**config.mk**
```make
export PLATFORM = sky130hd
export DESIGN_NAME = f5x7_emit_map
export DESIGN_NICKNAME = d
export VERILOG_FILES = /design/src/rtl/font5x7_char_rasterizer_unit_assert.svh /design/src/rtl/f5x7_pkg.sv /design/src/rtl/f5x7_emit_map.sv
export SDC_FILE = /design/constraint.sdc
export NUM_CORES = 1
export LEC_CHECK = 0
export ABC_AREA = 1
export BUFFER_PORTS_ARGS = -buffer_cell sky130_fd_sc_hd__buf_2
export CAP_MARGIN = 20
export CORE_ASPECT_RATIO = 0.9
export CORE_MARGIN = 2
export CORE_UTILIZATION = 55
export DETAILED_ROUTE_END_ITERATION = 7
export PLACE_DENSITY = 0.85
export SLEW_MARGIN = 5
export SYNTH_ARGS = -nofsm -noshare
export SYNTH_HDL_FRONTEND = slang
export SYNTH_SLANG_ARGS = --single-unit
```
**constraint.sdc**
```tcl
create_clock -name vclk -period 5.2
set_input_delay 0.52 -clock vclk [all_inputs]
set_output_delay 0.52 -clock vclk [all_outputs]
set_load 0.005 [all_outputs]
```
**src/rtl/font5x7_char_rasterizer_unit_assert.svh**
```systemverilog
// assertion macros used by font5x7_char_rasterizer_unit.sv
`ifndef FONT5X7_CHAR_RASTERIZER_UNIT_ASSERT_SVH
`define FONT5X7_CHAR_RASTERIZER_UNIT_ASSERT_SVH

`ifndef SYNTHESIS
`define F5X7_ASSERT(lbl, prop) \
  lbl: assert property (@(posedge clk_i) disable iff (!rst_ni) (prop)) \
    else $error("f5x7 assertion failed");
`define F5X7_ASSERT_IMPL(lbl, ante, cons) \
  lbl: assert property (@(posedge clk_i) disable iff (!rst_ni) (ante) |-> (cons)) \
    else $error("f5x7 assertion failed");
`define F5X7_ASSERT_NEXT(lbl, ante, cons) \
  lbl: assert property (@(posedge clk_i) disable iff (!rst_ni) (ante) |=> (cons)) \
    else $error("f5x7 assertion failed");
`else
`define F5X7_ASSERT(lbl, prop)
`define F5X7_ASSERT_IMPL(lbl, ante, cons)
`define F5X7_ASSERT_NEXT(lbl, ante, cons)
`endif

`endif

```
**src/rtl/f5x7_pkg.sv**
```systemverilog
package f5x7_pkg;

  localparam int CoordBits = 12;
  localparam int PixBits   = CoordBits - 1;
  localparam int ColorBits = 16;
  localparam int CodeBits  = 8;

  localparam int GlyphW   = 5;
  localparam int GlyphH   = 7;
  localparam int CellW    = 6;
  localparam int CellH    = 8;
  localparam int NumCells = CellW * CellH;
  localparam int CellBits = $clog2(NumCells);
  localparam int RowBits  = $clog2(CellH);
  localparam int ColBits  = CellBits - RowBits;

  localparam logic [CodeBits-1:0] FirstCode = 8'd32;
  localparam logic [CodeBits-1:0] LastCode  = 8'd127;
  localparam logic [CodeBits-1:0] SubstCode = 8'd63;

  localparam logic [CoordBits-1:0] MaxExtent   = CoordBits'(1 << (CoordBits - 1));
  localparam logic [CoordBits-1:0] ResetWidth  = CoordBits'(320);
  localparam logic [CoordBits-1:0] ResetHeight = CoordBits'(240);

  localparam int RegIdxBits = 2;
  localparam logic [RegIdxBits-1:0] RegScreenWidth  = 2'd0;
  localparam logic [RegIdxBits-1:0] RegScreenHeight = 2'd1;

  // one byte per glyph column, bit 0 is the top row
  typedef logic [0:GlyphW-1][7:0] glyph_t;

  typedef struct packed {
    logic [CoordBits-1:0] ox;
    logic [CoordBits-1:0] oy;
    glyph_t               glyph;
    logic [ColorBits-1:0] fg;
    logic [ColorBits-1:0] bg;
    logic                 fill;
  } item_t;

  typedef struct packed {
    logic [NumCells-1:0] on;
    logic [NumCells-1:0] emit;
  } cell_map_t;

  function automatic glyph_t glyph_lookup(input logic [CodeBits-1:0] code);
    logic [CodeBits-1:0] sel;
    logic [6:0]          idx;
    glyph_t              g;
    sel = (code < FirstCode || code > LastCode) ? SubstCode : code;
    idx = 7'(sel - FirstCode);
    case (idx)
      7'd0:  g = {8'h00, 8'h00, 8'h00, 8'h00, 8'h00};
      7'd1:  g = {8'h00, 8'h00, 8'h5F, 8'h00, 8'h00};
      7'd2:  g = {8'h00, 8'h07, 8'h00, 8'h07, 8'h00};
      7'd3:  g = {8'h14, 8'h7F, 8'h14, 8'h7F, 8'h14};
      7'd4:  g = {8'h24, 8'h2A, 8'h7F, 8'h2A, 8'h12};
      7'd5:  g = {8'h23, 8'h13, 8'h08, 8'h64, 8'h62};
      7'd6:  g = {8'h36, 8'h49, 8'h55, 8'h22, 8'h50};
      7'd7:  g = {8'h00, 8'h05, 8'h03, 8'h00, 8'h00};
      7'd8:  g = {8'h00, 8'h1C, 8'h22, 8'h41, 8'h00};
      7'd9:  g = {8'h00, 8'h41, 8'h22, 8'h1C, 8'h00};
      7'd10: g = {8'h14, 8'h08, 8'h3E, 8'h08, 8'h14};
      7'd11: g = {8'h08, 8'h08, 8'h3E, 8'h08, 8'h08};
      7'd12: g = {8'h00, 8'h50, 8'h30, 8'h00, 8'h00};
      7'd13: g = {8'h08, 8'h08, 8'h08, 8'h08, 8'h08};
      7'd14: g = {8'h00, 8'h60, 8'h60, 8'h00, 8'h00};
      7'd15: g = {8'h20, 8'h10, 8'h08, 8'h04, 8'h02};
      7'd16: g = {8'h3E, 8'h51, 8'h49, 8'h45, 8'h3E};
      7'd17: g = {8'h00, 8'h42, 8'h7F, 8'h40, 8'h00};
      7'd18: g = {8'h42, 8'h61, 8'h51, 8'h49, 8'h46};
      7'd19: g = {8'h21, 8'h41, 8'h45, 8'h4B, 8'h31};
      7'd20: g = {8'h18, 8'h14, 8'h12, 8'h7F, 8'h10};
      7'd21: g = {8'h27, 8'h45, 8'h45, 8'h45, 8'h39};
      7'd22: g = {8'h3C, 8'h4A, 8'h49, 8'h49, 8'h30};
      7'd23: g = {8'h01, 8'h71, 8'h09, 8'h05, 8'h03};
      7'd24: g = {8'h36, 8'h49, 8'h49, 8'h49, 8'h36};
      7'd25: g = {8'h06, 8'h49, 8'h49, 8'h29, 8'h1E};
      7'd26: g = {8'h00, 8'h36, 8'h36, 8'h00, 8'h00};
      7'd27: g = {8'h00, 8'h56, 8'h36, 8'h00, 8'h00};
      7'd28: g = {8'h08, 8'h14, 8'h22, 8'h41, 8'h00};
      7'd29: g = {8'h14, 8'h14, 8'h14, 8'h14, 8'h14};
      7'd30: g = {8'h00, 8'h41, 8'h22, 8'h14, 8'h08};
      7'd31: g = {8'h02, 8'h01, 8'h51, 8'h09, 8'h06};
      7'd32: g = {8'h32, 8'h49, 8'h79, 8'h41, 8'h3E};
      7'd33: g = {8'h7E, 8'h11, 8'h11, 8'h11, 8'h7E};
      7'd34: g = {8'h7F, 8'h49, 8'h49, 8'h49, 8'h36};
      7'd35: g = {8'h3E, 8'h41, 8'h41, 8'h41, 8'h22};
      7'd36: g = {8'h7F, 8'h41, 8'h41, 8'h22, 8'h1C};
      7'd37: g = {8'h7F, 8'h49, 8'h49, 8'h49, 8'h41};
      7'd38: g = {8'h7F, 8'h09, 8'h09, 8'h09, 8'h01};
      7'd39: g = {8'h3E, 8'h41, 8'h49, 8'h49, 8'h7A};
      7'd40: g = {8'h7F, 8'h08, 8'h08, 8'h08, 8'h7F};
      7'd41: g = {8'h00, 8'h41, 8'h7F, 8'h41, 8'h00};
      7'd42: g = {8'h20, 8'h40, 8'h41, 8'h3F, 8'h01};
      7'd43: g = {8'h7F, 8'h08, 8'h14, 8'h22, 8'h41};
      7'd44: g = {8'h7F, 8'h40, 8'h40, 8'h40, 8'h40};
      7'd45: g = {8'h7F, 8'h02, 8'h0C, 8'h02, 8'h7F};
      7'd46: g = {8'h7F, 8'h04, 8'h08, 8'h10, 8'h7F};
      7'd47: g = {8'h3E, 8'h41, 8'h41, 8'h41, 8'h3E};
      7'd48: g = {8'h7F, 8'h09, 8'h09, 8'h09, 8'h06};
      7'd49: g = {8'h3E, 8'h41, 8'h51, 8'h21, 8'h5E};
      7'd50: g = {8'h7F, 8'h09, 8'h19, 8'h29, 8'h46};
      7'd51: g = {8'h46, 8'h49, 8'h49, 8'h49, 8'h31};
      7'd52: g = {8'h01, 8'h01, 8'h7F, 8'h01, 8'h01};
      7'd53: g = {8'h3F, 8'h40, 8'h40, 8'h40, 8'h3F};
      7'd54: g = {8'h1F, 8'h20, 8'h40, 8'h20, 8'h1F};
      7'd55: g = {8'h3F, 8'h40, 8'h38, 8'h40, 8'h3F};
      7'd56: g = {8'h63, 8'h14, 8'h08, 8'h14, 8'h63};
      7'd57: g = {8'h07, 8'h08, 8'h70, 8'h08, 8'h07};
      7'd58: g = {8'h61, 8'h51, 8'h49, 8'h45, 8'h43};
      7'd59: g = {8'h00, 8'h7F, 8'h41, 8'h41, 8'h00};
      7'd60: g = {8'h02, 8'h04, 8'h08, 8'h10, 8'h20};
      7'd61: g = {8'h00, 8'h41, 8'h41, 8'h7F, 8'h00};
      7'd62: g = {8'h04, 8'h02, 8'h01, 8'h02, 8'h04};
      7'd63: g = {8'h40, 8'h40, 8'h40, 8'h40, 8'h40};
      7'd64: g = {8'h00, 8'h01, 8'h02, 8'h04, 8'h00};
      7'd65: g = {8'h20, 8'h54, 8'h54, 8'h54, 8'h78};
      7'd66: g = {8'h7F, 8'h48, 8'h44, 8'h44, 8'h38};
      7'd67: g = {8'h38, 8'h44, 8'h44, 8'h44, 8'h20};
      7'd68: g = {8'h38, 8'h44, 8'h44, 8'h48, 8'h7F};
      7'd69: g = {8'h38, 8'h54, 8'h54, 8'h54, 8'h18};
      7'd70: g = {8'h08, 8'h7E, 8'h09, 8'h01, 8'h02};
      7'd71: g = {8'h0C, 8'h52, 8'h52, 8'h52, 8'h3E};
      7'd72: g = {8'h7F, 8'h08, 8'h04, 8'h04, 8'h78};
      7'd73: g = {8'h00, 8'h44, 8'h7D, 8'h40, 8'h00};
      7'd74: g = {8'h20, 8'h40, 8'h44, 8'h3D, 8'h00};
      7'd75: g = {8'h7F, 8'h10, 8'h28, 8'h44, 8'h00};
      7'd76: g = {8'h00, 8'h41, 8'h7F, 8'h40, 8'h00};
      7'd77: g = {8'h7C, 8'h04, 8'h18, 8'h04, 8'h78};
      7'd78: g = {8'h7C, 8'h08, 8'h04, 8'h04, 8'h78};
      7'd79: g = {8'h38, 8'h44, 8'h44, 8'h44, 8'h38};
      7'd80: g = {8'h7C, 8'h14, 8'h14, 8'h14, 8'h08};
      7'd81: g = {8'h08, 8'h14, 8'h14, 8'h18, 8'h7C};
      7'd82: g = {8'h7C, 8'h08, 8'h04, 8'h04, 8'h08};
      7'd83: g = {8'h48, 8'h54, 8'h54, 8'h54, 8'h20};
      7'd84: g = {8'h04, 8'h3F, 8'h44, 8'h40, 8'h20};
      7'd85: g = {8'h3C, 8'h40, 8'h40, 8'h20, 8'h7C};
      7'd86: g = {8'h1C, 8'h20, 8'h40, 8'h20, 8'h1C};
      7'd87: g = {8'h3C, 8'h40, 8'h30, 8'h40, 8'h3C};
      7'd88: g = {8'h44, 8'h28, 8'h10, 8'h28, 8'h44};
      7'd89: g = {8'h0C, 8'h50, 8'h50, 8'h50, 8'h3C};
      7'd90: g = {8'h44, 8'h64, 8'h54, 8'h4C, 8'h44};
      7'd91: g = {8'h00, 8'h08, 8'h36, 8'h41, 8'h00};
      7'd92: g = {8'h00, 8'h00, 8'h7F, 8'h00, 8'h00};
      7'd93: g = {8'h00, 8'h41, 8'h36, 8'h08, 8'h00};
      7'd94: g = {8'h08, 8'h04, 8'h08, 8'h10, 8'h08};
      default: g = '0;
    endcase
    return g;
  endfunction

endpackage

```
**src/rtl/f5x7_emit_map.sv**
```systemverilog
module f5x7_emit_map
  import f5x7_pkg::*;
(
  input  item_t                item_i,
  input  logic [CoordBits-1:0] wlim_i,
  input  logic [CoordBits-1:0] hlim_i,
  output cell_map_t            map_o
);

  logic [CoordBits:0]   px [CellW];
  logic [CoordBits:0]   py [CellH];
  logic [CellW-1:0]     x_ok;
  logic [CellH-1:0]     y_ok;
  logic [NumCells-1:0]  on;

  // a coordinate is on screen when non-negative and below the limit
  always_comb begin
    for (int c = 0; c < CellW; c++) begin
      px[c]   = {item_i.ox[CoordBits-1], item_i.ox} + (CoordBits+1)'(c);
      x_ok[c] = !px[c][CoordBits] && (px[c][CoordBits-1:0] < wlim_i);
    end
    for (int r = 0; r < CellH; r++) begin
      py[r]   = {item_i.oy[CoordBits-1], item_i.oy} + (CoordBits+1)'(r);
      y_ok[r] = !py[r][CoordBits] && (py[r][CoordBits-1:0] < hlim_i);
    end
  end

  for (genvar c = 0; c < CellW; c++) begin : g_col
    for (genvar r = 0; r < CellH; r++) begin : g_row
      if (c < GlyphW && r < GlyphH) begin : g_ink
        assign on[c*CellH+r] = item_i.glyph[c][r];
      end else begin : g_blank
        assign on[c*CellH+r] = 1'b0;
      end
      assign map_o.emit[c*CellH+r] = (on[c*CellH+r] | item_i.fill) & x_ok[c] & y_ok[r];
    end
  end

  assign map_o.on = on;

endmodule

```
### Yosys cells after proc, flatten, opt, wreduce, memory -nomap -nowiden

Index checks and enable logic that the tools add are counted.

| operators by class | value |
|---|---|
| reductions and logical operators | 28 |
| $add $sub $neg | 12 |
| order comparisons | 14 |
| bitwise operators | 124 |

Operators with widths:

| operator | number |
|---|---|
| $lt A12 B12 Y1 | 14 |
| $and A1 B1 Y1 | 89 |
| $add A12 B4 Y13 const B | 6 |
| $add A12 B3 Y13 const B | 4 |
| $or A1 B1 Y1 | 35 |
| $add A12 B2 Y13 const B | 2 |
| $logic_and A1 B1 Y1 | 14 |
| $logic_not A1 Y1 | 14 |

| word-level totals | value |
|---|---|
| input port bits | 121 |
| register bits | 0 |
| logic and storage cells | 178 |
| output and inout bits | 96 |

### Depth between registers and ports, before layout

Gate-level depths: netlist of run 1.

| depth | value |
|---|---|
| word-level depth | 5 |
| mapped depth | 17 |
| mapped depth without buffers | 16 |

### Least setup slack after synthesis of run 1

No wires, ideal clock.

| path | value |
|---|---|
| path type | in2out |
| start point | input item_i[85] (netlist bit) |
| end point | output map_o[24] (netlist bit) |
| slack | 2,078 ps |
| arrival | 2,602 ps |
| cell stages on the path | 15 |
| path buffers | 1 |
| data required time | 4,680 ps |
| cells stage by stage | buf_2 -> inv_1 -> ha_1 -> or2_4 -> nor2_1 -> xor2_1 -> inv_1 -> ha_1 -> nand2_1 -> inv_1 -> nand2_1 -> nand2_1 -> a21oi_1 -> nand3_2 -> nor2_1 |

RTL lines:

| item | line | source |
|---|---|---|
| from (decl) | f5x7_emit_map.sv:4 | `input item_t item_i,` |
| to (decl) | f5x7_emit_map.sv:7 | `output cell_map_t map_o` |

==> results of run 1 <==
synthesized netlist by cell type (all sizes together):
cell type	number
a21o	3
a21oi	70
a31oi	1
buf	67
clkbuf	4
clkinv	1
conb	1
ha	164
inv	153
nand2	234
nand3	67
nand4	13
nor2	134
nor3	16
o21ai	26
o21bai	4
o31ai	1
or2	36
xnor2	14
xor2	86
logic make-up (layout without fill, tap and decap cells):
| logic type | count (synthesis) | after routing |
|---|---|---|
| simple gates | 500 | 500 |
| buf+inv | 225 | 321 |
| fa+ha+maj | 164 | 164 |
| compound gates | 105 | 105 |
| xor+xnor | 100 | 100 |
| other cells | 1 | 13 |
worst max path at each step:
stage	startpoint	endpoint	slack, ns	depth (start not counted)
5_1_grt	item_i[74]	map_o[15]	1.0	18
6_report	item_i[74]	map_o[15]	1.20	18
4_1_cts	item_i[87]	map_o[8]	1.27	17
3_3_place_gp	item_i[74]	map_o[15]	1.32	18
2_1_floorplan	item_i[85]	map_o[24]	2.08	15
3_5_place_dp	item_i[74]	map_o[15]	1.27	18
cell type report:
cell class                 count  area (sq um)  share of cell area, %
inverter                     154           578                   7.79
timing repair buffer         167           836                   11.3
tap                          160           200                   2.70
multi-input combinational    882          5800                   78.2
power breakdown:
part | internal [W] | switching, W
Clock | 0 | 0
Sequential | 0 | 0
Combinational | 0.000239 | 0.000392
Total | 0.000239 | 0.000392
layer usage:
metal	up-vias	GRT usage, %	wire, microns
li1	3658	-	-
met1	3283	39.5	8750
met2	272	52.0	9760
met3	51	2.39	1360
met4	2	8.21	617
met5	-	0	7
cell usage in the layout (no fill, tap or decap), types with 14 or more instances in the layout:
cell	instances
xnor2_1	14
ha_1	164
or2_2	35
buf_2	167
nand3_1	59
nor2_1	121
nand2_1	227
a21oi_1	70
nor3_1	15
inv_1	147
xor2_1	86
per-stage QoR:
stage | hold WS (ns) | cell area, sq um | total power [W] | setup slack [ns] | cells
after floorplan | 1.12 | 6880 | 0.000458 | 2.08 | 1107
after global placement | 1.22 | 7420 | 0.000597 | 1.32 | 1363
after detailed placement | 1.22 | 7420 | 0.000620 | 1.27 | 1363
after CTS | 1.22 | 7420 | 0.000623 | 1.27 | 1363
after global routing | 1.23 | 7420 | 0.000718 | 0.996 | 1363
final | 1.22 | 7420 | 0.000631 | 1.20 | 1363
critical path, stage by stage:
cell and delay [ns]:
buf_2 0.16, inv_1 0.27, ha_1 0.32, inv_1 0.09, a21oi_1 0.47, nor2_1 0.15
nand2_1 0.11, xor2_1 0.14, inv_1 0.06, ha_1 0.28, nand2_1 0.08, nor2_1 0.05
nand2_1 0.07, nor2_1 0.04, nor2_1 0.21, nand4_4 0.17, nor2_2 0.16, buf_2 0.14
==> metrics, run 1 <==
synth top area cells=ha_1, nand2_1, xor2_1; Distinct cells, synth=33; Yosys warning total=0; # fillers=1,193; ant diodes=0; Lkg Pwr=4.43 nW; antenna viol nets, final=0; DRC viols=0; xor/xnor share of the synthesized area=12.8%; kind of critical path=primary input to primary output; final net count=1,490; DR vias/cell=5.33; Final Hold Viols=0; number of global-route vias before repair=6,626; # rows=38; seq_cells=0; Worst-Margin Slew=0.777 ns; Die Y=110 microns; GP Congestion=0.962; # port buffers=167; worst-path maximum fanout=8; total wire length=20,500 microns; worst rel slew slack=48.0%; layout cells sized above 1=20.1%; CTS Hold Bufs=0; RSZ-0062 raised after global routing=false; largest family of logic cells by synthesized area=simple AND/OR/NAND/NOR gates; initial core utilization=56.6%; simple-gate share of the synthesized area=32.9%; first-pass GRT wire length=32,100 microns; vias=7,266; CLK BUF=0; top cell type by total area after synthesis=ha_1; hold path depth=2; Area growth, synth to finish=8.55%; post-synthesis cell count=1,095; initial antenna violation count=1; setup repair bufs after CTS=0; DRT iter0 DRCs=612; max cap viols=0; GRT Residual Overflow=0; Register Area=0 sq um; largest net degree at the start of global routing=38; mux share of post-synthesis cell area=0%; syn avg cell area=6.24 sq um; # IOs=217; Die ar.=13,300 sq um; max-slew violations=0; min Tclk post-route=4.00 ns; post-CTS sizing=0; Core Util, Final=61.4%; CP required=4.68 ns; DP HPWL=17,100 microns; Post-Syn Area=6830 sq um; Tot GR Track Use=29.8%; outcome=finished clean; drt wl/cell=15.0 microns; top-area cell type share of the netlist area=30.0%; chip width=121 microns; Max VDD drop=0.0000475 V; adder and majority gate portion of the synthesized area=30.0%; crit end category=primary output; Pwr Density=85.1 nW/um^2; Worst Setup Start Kind=primary input; Tcrit/Tclk final=76.9%; register area share after synthesis=0%; # setup viols final=0; Synth Area in Compound Gates=8.50%; Worst Hold Path EP=map_o[69]; Arrival @ worst endpoint=3.48 ns; Setup Total Neg Slack=0 ns; CORE AREA=12,100 sq um; Min-Delay Path Class=primary input to primary output; drt pass-1 iters=6; fmax=250 MHz; min-delay src=item_i[54]
No activity file was read; power rests on OpenSTA's default activity.
==> run 2, diff against run 1 <==
==> constraint.sdc (replaced) <==
create_clock -name vclk -period 3.92
set_input_delay 0.392 -clock vclk [all_inputs]
set_output_delay 0.392 -clock vclk [all_outputs]
set_load 0.005 [all_outputs]
==> run 2 against run 1 <==
Global-route usage about the same. Critical path type unchanged. Total power grew 35%. Non-clock buffer count grew 12. Final cell count increased by 0.88%. Flip-flop and latch count unchanged. Critical endpoint is now map_o[30]. Design area is 1.2% higher.
==> metrics, run 2 (synthesis gave the netlist of run 1 again) <==
outcome=finished clean; Pwr Density=113 nW/um^2; layout cells sized above 1=20.9%; placed cells=1,375; CLK BUF=0; CORE AREA=12,100 sq um; DRT iter0 DRCs=528; commonest non-fill, non-tap cells in the layout=nand2_1, buf_2, ha_1, inv_1, nor2_1; drt pass-1 iters=8; first-pass GRT wire length=32,200 microns; Final Instance Count excl. Fillers=1,375; Arrival @ worst endpoint=3.18 ns; Worst-Margin Slew=0.763 ns; initial core utilization=56.6%; Area growth, synth to finish=9.87%; # port buffers=167; GRT Residual Overflow=0; Lkg Pwr=4.48 nW; post-CTS sizing=0; kind of critical path=primary input to primary output; DRC viols=0; CTS Hold Bufs=0; vias=7,316; setup repair bufs after CTS=0; worst-path maximum fanout=11; chip width=121 microns; Tcrit/Tclk final=91.2%; Setup Total Neg Slack=0 ns; grt met2 use=50.6%; # rows=38; fmax=280 MHz; initial antenna violation count=0; max-slew violations=0; RSZ-0062 raised after global routing=false; # IOs=217; largest net degree at the start of global routing=38; Min-Delay Path Class=primary input to primary output; Max VDD drop=0.0000627 V; worst rel slew slack=49.0%; Tot GR Track Use=29.8%; DR vias/cell=5.32; final net count=1,502; grt met3 use=1.82%; GRT met1 Usage=39.8%; min Tclk post-route=3.57 ns; most common cell after layout, fill and taps aside=nand2_1; seq_cells=0; drt wl/cell=14.9 microns; DP HPWL=17,300 microns; Die Y=110 microns; # setup viols final=0; CP required=3.53 ns; CP peak stage delay=0.43 ns; slowest library cell on the worst path=a21oi_1; Register Area=0 sq um; GP Congestion=1.01; Die ar.=13,300 sq um; ant diodes=0; crit end category=primary output; number of global-route vias before repair=6,653; GR peak layer=met2; max cap viols=0; crit-path cells=buf_2 > inv_1 > ha_1 > or2_4 > nor2_1 > xor2_1 > inv_1 > ha_1 > nand2_1 > inv_1 > nand2_1 > nand2_1 > a21oi_1 > nand4_1 > nor2_1 > buf_2; Worst Setup Start Kind=primary input; antenna viol nets, final=0; Final Hold Viols=0; total wire length=20,500 microns
run 2: cell types whose count changed in the layout (fill, tap and decap cells not counted), sizes merged:
cell / delta
buf: +12
run 2: metal layers:
metal | wire length, microns | share of wire, % | up-vias
li1 | - | - | 3676
met1 | 8820 | 43 | 3312
met2 | 9430 | 46 | 277
met3 | 1400 | 6.8 | 51
met4 | 841 | 4.1 | 0
met5 | 0 | 0 | -
run 2: through the flow:
stage	power (W)	cell area, sq um	worst slack [ns]	hold slack [ns]	utilization, %
5_1_grt	0.000969	7510	0.0603	0.971	62.2
3_3_place_gp	0.000804	7510	0.468	0.962	62.2
2_1_floorplan	0.000607	6880	1.05	0.865	-
4_1_cts	0.000838	7510	0.398	0.963	62.2
6_report	0.000850	7510	0.345	0.962	62.2
3_5_place_dp	0.000832	7510	0.415	0.963	62.2
run 2: report_power, final:
| part | leakage (nW) | switching, W | internal (W) |
|---|---|---|---|
| registers | 0 | 0 | 0 |
| logic | 4.48 | 0.000523 | 0.000327 |
| clock network | 0 | 0 | 0 |
run 2: layout make-up:
| cell class | instances | area [sq um] |
|---|---|---|
| multi-input cells | 882 | 5800 |
| repair buffers | 179 | 926 |
| inverters | 154 | 578 |
| fillers | 1174 | 4570 |
| well taps | 160 | 200 |
run 2: critical path: cells and delay by family:
| family | cells | cell delay (ns) |
|---|---|---|
| buf+inv | 5 | 0.65 |
| xor+xnor | 1 | 0.16 |
| fa+ha+maj | 2 | 0.56 |
| compound gates | 1 | 0.43 |
| simple gates | 7 | 0.99 |
run 2: worst paths after layout:
check	startpoint	endpoint	slack, ns	cells after the start
worst max-delay path	item_i[85]	map_o[30]	0.35	16
worst min-delay path	item_i[50]	map_o[65]	0.96	2
